===== config.mk =====
export PLATFORM = sky130hd
export DESIGN_NAME = tag_presence_debouncer_core
export DESIGN_NICKNAME = d
export VERILOG_FILES = /design/src/rtl/tpd_pkg.sv /design/src/rtl/tag_presence_debouncer_core.sv /design/src/rtl/tpd_uid_cmp.sv
export SDC_FILE = /design/constraint.sdc
export NUM_CORES = 1
export LEC_CHECK = 0
export ABC_CLOCK_PERIOD_IN_PS = 6500
export BUFFER_PORTS_ARGS = -buffer_cell sky130_fd_sc_hd__buf_2
export CAP_MARGIN = 20
export CORE_ASPECT_RATIO = 0.8
export CORE_MARGIN = 2
export CORE_UTILIZATION = 59
export DETAILED_ROUTE_END_ITERATION = 8
export GPL_TIMING_DRIVEN = 0
export PLACE_DENSITY = 0.8
export SYNTH_ARGS = -nofsm -noshare
export SYNTH_HDL_FRONTEND = slang
export SYNTH_HIERARCHICAL = 1
export SYNTH_SLANG_ARGS = --single-unit
export TNS_END_PERCENT = 100

===== constraint.sdc =====
create_clock -name clk -period 6.5 [get_ports clk]
set_input_delay 1.95 -clock clk [delete_from_list [all_inputs] [get_ports clk]]
set_output_delay 1.95 -clock clk [all_outputs]
set_load 0.02 [all_outputs]

===== src/rtl/tpd_pkg.sv =====
package tpd_pkg;

    localparam int UID_LEN_BITS = 4;
    localparam int NOW_BITS     = 32;
    localparam int DEB_BITS     = 16;
    localparam int THR_BITS     = 8;
    localparam int MISS_BITS    = 8;
    localparam int CFG_IDX_BITS = 8;
    localparam int CFG_DAT_BITS = 16;

    // poll outcome codes (code 3 acts as link error)
    localparam logic [1:0] POLL_FOUND    = 2'd0;
    localparam logic [1:0] POLL_MISS     = 2'd1;
    localparam logic [1:0] POLL_LINK_ERR = 2'd2;

    // result event codes
    localparam logic [1:0] EVT_NONE     = 2'd0;
    localparam logic [1:0] EVT_DETECTED = 2'd1;
    localparam logic [1:0] EVT_REMOVED  = 2'd2;

    // register indexes
    localparam logic [CFG_IDX_BITS-1:0] REG_DEBOUNCE = 8'd0;
    localparam logic [CFG_IDX_BITS-1:0] REG_REMOVAL  = 8'd1;

    localparam logic [DEB_BITS-1:0]  DEBOUNCE_RESET = 16'd1000;
    localparam logic [THR_BITS-1:0]  REMOVAL_RESET  = 8'd3;
    localparam logic [MISS_BITS-1:0] MISS_MAX       = 8'hFF;

    typedef struct packed {
        logic                    same;    // identifier and length match stored
        logic [UID_LEN_BITS-1:0] len;     // length clipped to UID_MAX_BYTES
    } uid_match_t;

endpackage


===== src/rtl/tag_presence_debouncer_core.sv =====
// Channel  Handshake               Payload
// -------  ----------------------  ----------------------------------------------
// in       in_valid / in_ready     poll_result, uid_low, uid_high, uid_nbytes, now_ms
// out      out_valid / out_ready   event_res, tag_present
// cfg      cfg_valid / cfg_ready   cfg_index, cfg_data
//
// One beat per cycle sustained while out_ready is high; each beat passes through
// the input register and then the result register, and the state update
// (identifier compare, time subtract, miss counter) sits between them.
// cfg_ready is always high. Reset: rst_n, asynchronous, active low.
// A stalled out channel holds the result and backs up through in_ready.
module tag_presence_debouncer_core
    import tpd_pkg::*;
#(
    parameter int UID_MAX_BYTES = 10,
    parameter int TIME_BITS     = 32
)
(
    input  logic                    clk,
    input  logic                    rst_n,

    input  logic                    in_valid,
    output logic                    in_ready,
    input  logic [1:0]              poll_result,
    input  logic [63:0]             uid_low,
    input  logic [15:0]             uid_high,
    input  logic [UID_LEN_BITS-1:0] uid_nbytes,
    input  logic [NOW_BITS-1:0]     now_ms,

    output logic                    out_valid,
    input  logic                    out_ready,
    output logic [1:0]              event_res,
    output logic                    tag_present,

    input  logic                    cfg_valid,
    output logic                    cfg_ready,
    input  logic [CFG_IDX_BITS-1:0] cfg_index,
    input  logic [CFG_DAT_BITS-1:0] cfg_data
);

    // ---- configuration registers ----
    logic [DEB_BITS-1:0] debounce_reg;
    logic [THR_BITS-1:0] threshold_reg;

    assign cfg_ready = 1'b1;

    always_ff @(posedge clk or negedge rst_n)
    begin
        if (!rst_n)
        begin
            debounce_reg  <= DEBOUNCE_RESET;
            threshold_reg <= REMOVAL_RESET;
        end
        else if (cfg_valid && cfg_ready)
        begin
            unique case (cfg_index)
                REG_DEBOUNCE: debounce_reg  <= cfg_data;
                REG_REMOVAL:  threshold_reg <= cfg_data[THR_BITS-1:0];
                default:      ;   // unknown index ignored
            endcase
        end
    end

    // ---- input register ----
    logic                    hold_valid_reg;
    logic [1:0]              poll_reg;
    logic [63:0]             uid_low_reg;
    logic [15:0]             uid_high_reg;
    logic [UID_LEN_BITS-1:0] len_reg;
    logic [NOW_BITS-1:0]     now_reg;

    logic out_valid_reg;
    logic advance;

    // held beat moves into the result register when that register is free
    assign advance  = hold_valid_reg && (!out_valid_reg || out_ready);
    assign in_ready = !hold_valid_reg || advance;

    always_ff @(posedge clk or negedge rst_n)
    begin
        if (!rst_n)
            hold_valid_reg <= 1'b0;
        else if (in_ready)
            hold_valid_reg <= in_valid;
    end

    always_ff @(posedge clk)
    begin
        if (in_valid && in_ready)
        begin
            poll_reg     <= poll_result;
            uid_low_reg  <= uid_low;
            uid_high_reg <= uid_high;
            len_reg      <= uid_nbytes;
            now_reg      <= now_ms;
        end
    end

    // ---- tracked tag state ----
    logic [UID_MAX_BYTES-1:0][7:0] stored_uid_reg;
    logic [UID_LEN_BITS-1:0]       stored_len_reg;
    logic [TIME_BITS-1:0]          last_time_reg;
    logic                          present_reg;
    logic [MISS_BITS-1:0]          miss_reg;

    // candidate bytes: byte 0 in uid_low[7:0], byte 8 in uid_high[7:0]
    logic [79:0]                   uid_all;
    logic [UID_MAX_BYTES-1:0][7:0] cand;
    uid_match_t                    match;
    logic [UID_MAX_BYTES-1:0]      byte_en;

    assign uid_all = {uid_high_reg, uid_low_reg};

    for (genvar i = 0; i < UID_MAX_BYTES; i++) begin : g_cand
        assign cand[i] = uid_all[8*i +: 8];
    end

    tpd_uid_cmp #(
        .UID_MAX_BYTES (UID_MAX_BYTES)
    ) u_cmp (
        .cand       (cand),
        .stored     (stored_uid_reg),
        .uid_nbytes (len_reg),
        .stored_len (stored_len_reg),
        .match      (match),
        .byte_en    (byte_en)
    );

    // wrapping time difference in TIME_BITS
    logic [TIME_BITS-1:0] now_ext;
    logic [TIME_BITS-1:0] time_diff;
    logic                 expired;

    assign now_ext   = TIME_BITS'(now_reg);
    assign time_diff = now_ext - last_time_reg;
    assign expired   = time_diff > TIME_BITS'(debounce_reg);

    logic                          found;
    logic                          missed;
    logic                          report;
    logic                          removal;
    logic [MISS_BITS-1:0]          miss_inc;

    logic [UID_MAX_BYTES-1:0][7:0] stored_uid_next;
    logic [UID_LEN_BITS-1:0]       stored_len_next;
    logic [TIME_BITS-1:0]          last_time_next;
    logic                          present_next;
    logic [MISS_BITS-1:0]          miss_next;
    logic [1:0]                    event_next;

    assign found    = (poll_reg == POLL_FOUND);
    assign missed   = (poll_reg == POLL_MISS);
    assign miss_inc = (miss_reg == MISS_MAX) ? miss_reg : miss_reg + 1'b1;
    assign report   = found && (!match.same || expired || !present_reg);
    assign removal  = missed && present_reg && (miss_inc >= threshold_reg);

    always_comb
    begin
        stored_uid_next = stored_uid_reg;
        stored_len_next = stored_len_reg;
        last_time_next  = last_time_reg;
        present_next    = present_reg;
        miss_next       = miss_reg;
        event_next      = EVT_NONE;

        if (found)
        begin
            miss_next = '0;
            if (report)
            begin
                // only the bytes within the new length are copied
                for (int i = 0; i < UID_MAX_BYTES; i++)
                begin
                    if (byte_en[i])
                        stored_uid_next[i] = cand[i];
                end
                stored_len_next = match.len;
                last_time_next  = now_ext;
                present_next    = 1'b1;
                event_next      = EVT_DETECTED;
            end
        end
        else if (missed)
        begin
            miss_next = miss_inc;
            if (removal)
            begin
                present_next = 1'b0;
                event_next   = EVT_REMOVED;
            end
        end
        // link error: nothing changes
    end

    always_ff @(posedge clk or negedge rst_n)
    begin
        if (!rst_n)
        begin
            stored_uid_reg <= '0;
            stored_len_reg <= '0;
            last_time_reg  <= '0;
            present_reg    <= 1'b0;
            miss_reg       <= '0;
        end
        else if (advance)
        begin
            stored_uid_reg <= stored_uid_next;
            stored_len_reg <= stored_len_next;
            last_time_reg  <= last_time_next;
            present_reg    <= present_next;
            miss_reg       <= miss_next;
        end
    end

    // ---- result register ----
    logic [1:0] event_reg;
    logic       tag_present_reg;

    always_ff @(posedge clk or negedge rst_n)
    begin
        if (!rst_n)
            out_valid_reg <= 1'b0;
        else if (!out_valid_reg || out_ready)
            out_valid_reg <= hold_valid_reg;
    end

    always_ff @(posedge clk)
    begin
        if (advance)
        begin
            event_reg       <= event_next;
            tag_present_reg <= present_next;
        end
    end

    assign out_valid   = out_valid_reg;
    assign event_res   = event_reg;
    assign tag_present = tag_present_reg;

endmodule


===== src/rtl/tpd_uid_cmp.sv =====
module tpd_uid_cmp
    import tpd_pkg::*;
#(
    parameter int UID_MAX_BYTES = 10
)
(
    input  logic [UID_MAX_BYTES-1:0][7:0] cand,
    input  logic [UID_MAX_BYTES-1:0][7:0] stored,
    input  logic [UID_LEN_BITS-1:0]       uid_nbytes,
    input  logic [UID_LEN_BITS-1:0]       stored_len,
    output uid_match_t                    match,
    output logic [UID_MAX_BYTES-1:0]      byte_en
);

    localparam logic [UID_LEN_BITS-1:0] MAX_LEN = UID_LEN_BITS'(UID_MAX_BYTES);

    logic [UID_LEN_BITS-1:0]  len_sat;
    logic [UID_MAX_BYTES-1:0] byte_ok;

    assign len_sat = (uid_nbytes > MAX_LEN) ? MAX_LEN : uid_nbytes;

    for (genvar i = 0; i < UID_MAX_BYTES; i++) begin : g_byte
        assign byte_en[i] = UID_LEN_BITS'(i) < len_sat;
        assign byte_ok[i] = !byte_en[i] || (cand[i] == stored[i]);
    end

    assign match.len  = len_sat;
    assign match.same = (len_sat == stored_len) && (&byte_ok);

endmodule


; ---- After elaboration in Yosys (flattened, before gate mapping)
; Cells that the tools add are included.
[classes]
add_sub_neg = 2
n_reduce_logical = 52
n_lt_le_gt_ge = 13
n_mux = 12
n_eq_ne = 14
[ops]
columns = cell, n
row1 = $eq A8 B8 Y1, 10
row2 = $reduce_and A4 Y1, 10
row3 = $gt A32 B16 Y1, 1
row4 = $sub A32 B32 Y32, 1
row5 = $mux W8, 3
row6 = $lt A3 B4 Y1 const A, 4
row7 = $logic_not A1 Y1, 14
row8 = $logic_or A1 B1 Y1, 14
row9 = $reduce_and A10 Y1, 1
row10 = $add A8 B1 Y8 const B, 1
row11 = $eq A8 B1 Y1 const B, 1
row12 = $eq A8 B8 Y1 const B, 1
row13 = $ge A8 B8 Y1, 1
row14 = $logic_not A8 Y1, 1
row15 = $lt A1 B4 Y1 const A, 2
row16 = $lt A2 B4 Y1 const A, 2
row17 = $lt A4 B4 Y1 const A, 2
row18 = $logic_and A1 B1 Y1, 6
row19 = $mux W2, 3
row20 = $reduce_and A2 Y1, 3
row21 = $mux W1, 5
row22 = $eq A4 B4 Y1, 1
row23 = $gt A4 B4 Y1 const B, 1
row24 = $mux W4, 1
row25 = 4 further kinds, 4
[word_totals]
in_bits = 147
ff_bits = 272

; ---- Depth between registers and ports, before layout
[logic_depth]
word_depth = 13
ltp_mapped = 21
depth_no_buf = 20

; ---- Cells and area by module
; Netlist, hierarchy kept.
[by_module_without_submodules]
columns = module, area_each_um2, cells_per_inst, instances
row1 = tag_presence_debouncer_core, 12843.6, 923, 1
row2 = tpd_uid_cmp, 1113.6, 141, 1

; ---- Worst setup path after synthesis
; Ideal clock, no wire load.
[synth_timing]
path_type = in2reg
startpoint = input out_ready
endpoint = register len_reg[0], enable pin
setup_time_ns = 0.490
required_ns = 6.010
path_buffers = 0
slack_ns = 1.041
stages = 2
arrival_time_ns = 4.969
cell_sequence = nand3b_1 > and2_1
[synth_via]
elab_chain_cells = 4
[synth_lines]
columns = item, line
row1 = start: declaration, tag_presence_debouncer_core.sv:31  ; input logic out_ready,
row2 = $logic_or A1 B1 Y1, tag_presence_debouncer_core.sv:76  ; assign advance = hold_valid_reg && (!out_valid_reg || out_ready);
row3 = $logic_and A1 B1 Y1, tag_presence_debouncer_core.sv:76
row4 = $logic_or A1 B1 Y1, tag_presence_debouncer_core.sv:77  ; assign in_ready = !hold_valid_reg || advance;
row5 = $logic_and A1 B1 Y1, tag_presence_debouncer_core.sv:89  ; if (in_valid && in_ready)
row6 = end signal: assignment, tag_presence_debouncer_core.sv:94  ; len_reg <= uid_nbytes;
row7 = end: declaration, tag_presence_debouncer_core.sv:69  ; logic [UID_LEN_BITS-1:0] len_reg;
; No other way between the ends.
; A chain may end at the register's enable or synchronous reset.

; ---- Final worst setup path
[layout_timing]
startpoint = register now_reg[0] (netlist: now_ext[0])
endpoint = register last_time_reg[25]
[layout_via]
elab_chain_cells = 6
[layout_lines]
columns = item, line
row1 = start: declaration, tag_presence_debouncer_core.sv:70  ; logic [NOW_BITS-1:0] now_reg;
row2 = start signal: assignment, tag_presence_debouncer_core.sv:95  ; now_reg <= now_ms;
row3 = $sub A32 B32 Y32, tag_presence_debouncer_core.sv:135  ; assign time_diff = now_ext - last_time_reg;
row4 = $gt A32 B16 Y1, tag_presence_debouncer_core.sv:136  ; assign expired = time_diff > TIME_BITS'(debounce_reg);
row5 = $logic_or A1 B1 Y1 (2 in a row), tag_presence_debouncer_core.sv:154  ; assign report = found && (!match.same || expired || !present_reg);
row6 = $logic_and A1 B1 Y1, tag_presence_debouncer_core.sv:154
row7 = $reduce_and A3 Y1 (no source line), n/a
row8 = end signal: assignment, tag_presence_debouncer_core.sv:209  ; last_time_reg <= last_time_next;
row9 = end: declaration, tag_presence_debouncer_core.sv:102  ; logic [TIME_BITS-1:0] last_time_reg;
; No other way between the ends.

==> results.yml <==
logic_synthesis:
  ys_warn_count: 6
  synth-main-ff-cell: "dfrtp_1"
  seq_area_frac_synth_pct: 53.2
  syn_nets: 1268
  synthDominantCellAreaShare_pct: 26.0
  synth-edff-count: 121
  ys_ff_latch: 272
  synth.distinct_cells: 83
  synthCells: 1064
  synth.avg_cell_area_um2: 13.1
  synth_area_leaders: "edfxtp_1, dfrtp_1, mux2_4"
  netlist_area_um2: 14000
  synth_top_area_cell: "edfxtp_1"
  async_reset_ff_share_pct: 55.5
clock_tree:
  cts_num_sinks: 272
  postCtsSetupBuffers: 0
  post_cts_resized: 0
  cts_buffers: 27
  cts_hold_buf: 0
  root_buffer: "clkbuf_16"
  htree_num_levels: 1
  clockBufferDepth: 3
  clkTransAtPathRegs_ps: 60
  cts_tree: "yes"
  clk_latency_ps: 530
min_path:
  hold_path_end: "out_valid"
  min_from: "hold_valid_reg"
  min_path_type: "reg -> reg"
  hold_path_depth: 1
worst_setup_path:
  worstPathArrival_ps: 5990
  timing.rr.end: "last_time_reg[25]"
  crit_family: "simple AND/OR/NAND/NOR gates"
  reg2reg_slack_ps: 910
  setup.worst_path.class: "reg -> reg"
  rr_worst_depth: 20
  r2r_start: "now_ext[0]"
  path_max_fanout: 10
  worstPathCellList: "inv_1 > ha_1 > fa_1 > nand2b_1 > a21o_1 > a2111oi_4 > or2_1 > xor2_1 > ha_1 > a21oi_1 > nand2_1 > a211o_1 > nor4_1 > a21oi_1 > nor4_1 > nand4b_1 > nor4_4 > nor3_4 > buf_6 > mux2_4"
  path_buf_inv: 2
  critPathCaptureType: "flop"
  required_ps: 6910
  worstSetupStartpointType: "flop"
  cp_slowest_cell: "nor4_4"
  slowest_delay_ps: 560
timing:
  worstMarginPinSlew_ps: 827
  worst_slack_ps: 912
  rsz0062_at_grt: "false"
  layout_min_cycle_time_ps: 5590
  hold-worst-slack_ps: 492
  fmax_mhz: 179
  min_period_over_period_pct: 86.0
  setup_viol: 0
  clock_skew_ps: 14.6
  slew_viol_final: 0
  hold_violations: 0
  maxSlewHeadroom_pct: 44.6
pwr:
  ir_drop_uv: 243
  power_frac_clock_pct: 28.9
  comb_power_share_pct: 28.8
  totalPowerFinal_uw: 5420
  switching_share_pct: 29.6
  p_sw_uw: 1600
  p_per_area_nw_per_um2: 337
  p_int_uw: 3810
  seqPwrFrac_pct: 42.3
  p_leak_uw: 0.00684
global_route:
  grtUsageTotal_pct: 22.9
  antenna_found_initial: 1
  grt_pass1_vias: 8936
  grt-ovfl-total: 0
  grt_max_degree: 78
  grt_pass1_wl_mm: 45.7
layout:
  mostFrequentLayoutCells: "buf_2, dfrtp_1, edfxtp_1, mux2_4, xnor2_1"
  largest_reg_flops: 80
  final_cell_area_um2: 16100
  synthToLayoutAreaGrowth_pct: 15.3
  drive_above_1_share_pct: 30.5
  nets: 1451
  fillers: 1655
  layout_commonest_cell: "buf_2"
  fin_util_pct: 69.0
floorplanning:
  num_io_pins: 153
  start_util_pct: 59.8
  core_um2: 23300
  dieArea_um2: 24900
  die_w_um: 176
  die_h_um: 142
  rows: 50
drt:
  vias_per_cell: 5.54
  drtIter0Drc: 707
  drt_drc_violations_left: 0
  via_count: 8764
  first_pass_iters: 5
  wl_mm: 27.7
  detail-route-antenna-nets: 0
  avgRoutedWirePerCell_um: 17.5
placement:
  gp_congestion: 0.903
  post-place-ws_ps: 933
  numPortBuffers: 151
  place_area_um2: 15200
  dp_hpwl_mm: 20.4
status:
  status: "completed"
run:
  max-cap-violations: 0
[per-stage QoR]
step | TNS, ps | std cells
floorplan | 0 | 1064
global placement | -23590 | 1527
detailed placement | 0 | 1530
CTS | 0 | 1580
global route | 0 | 1581
finish | 0 | 1581
[power groups by stage]
stage / combinational, uW / sequential, uW / clock, uW
final: 1560 / 2290 / 1570
after global placement: 1490 / 2310 / 0
after detailed placement: 1540 / 2320 / 0
after CTS: 1550 / 2290 / 1600
after floorplan: 1200 / 2280 / 0
after global routing: 1720 / 2320 / 1680
[Yosys cell counts, types with 9 or more instances]
master,n
nand2b_1,10
nor4_1,9
edfxtp_1,121
nor2_1,29
nand3_1,15
xor2_1,28
ha_1,56
inv_1,65
nand2_1,64
o21ai_0,52
clkbuf_1,11
a21oi_1,36
dfrtp_1,143
o211ai_1,9
a21o_1,14
mux2_2,25
nand4_1,28
nor3_1,12
mux2_4,101
xnor2_1,80
nor4b_4,10
and2_1,9
[routing by layer]
layer  GRT usage [%]  vias to the layer above  part of all wire, %
li1                -                     4231                    -
met1            34.9                     4248                   48
met2            35.2                      252                   44
met3            3.40                       33                  5.9
met4            4.65                        0                  1.6
met5               0                        -                    0
[worst max path at each step]
stage	cells past startpoint	from	endpoint	slack [ps]
floorplan	2	out_ready	len_reg[0]	1040
global placement	3	out_ready	now_ext[25]	-210
global route	20	now_ext[0]	last_time_reg[25]	570
CTS	20	now_ext[0]	last_time_reg[25]	910
detailed placement	20	now_ext[0]	last_time_reg[25]	930
finish	20	now_ext[0]	last_time_reg[25]	910
[kinds of logic after synthesis]
group / Yosys count / synth area share (%)
and+or+nand+nor: 223 / 9.80
xor gates and xnor gates: 108 / 6.78
muxes: 129 / 13.1
adders and majority gates: 57 / 5.16
DFF: 272 / 53.2
other: 1 / 0.0269
buffers and inverters: 93 / 3.10
AOI/OAI and AO/OA: 181 / 8.86
[area by class of cell]
class                           count  area [um^2]  share of cell area [%]
Multi-Input combinational cell    699         6100                    37.9
Clock inverter                     12          141                   0.878
Tap cell                          312          390                    2.43
Buffer                             28          189                    1.17
Timing Repair Buffer              154          845                    5.25
Sequential cell                   272         7420                    46.1
Antenna cell                        1         2.50                  0.0155
Inverter                           65          244                    1.52
Clock buffer                       38          757                    4.70
Power figures use the tool's default switching activity.
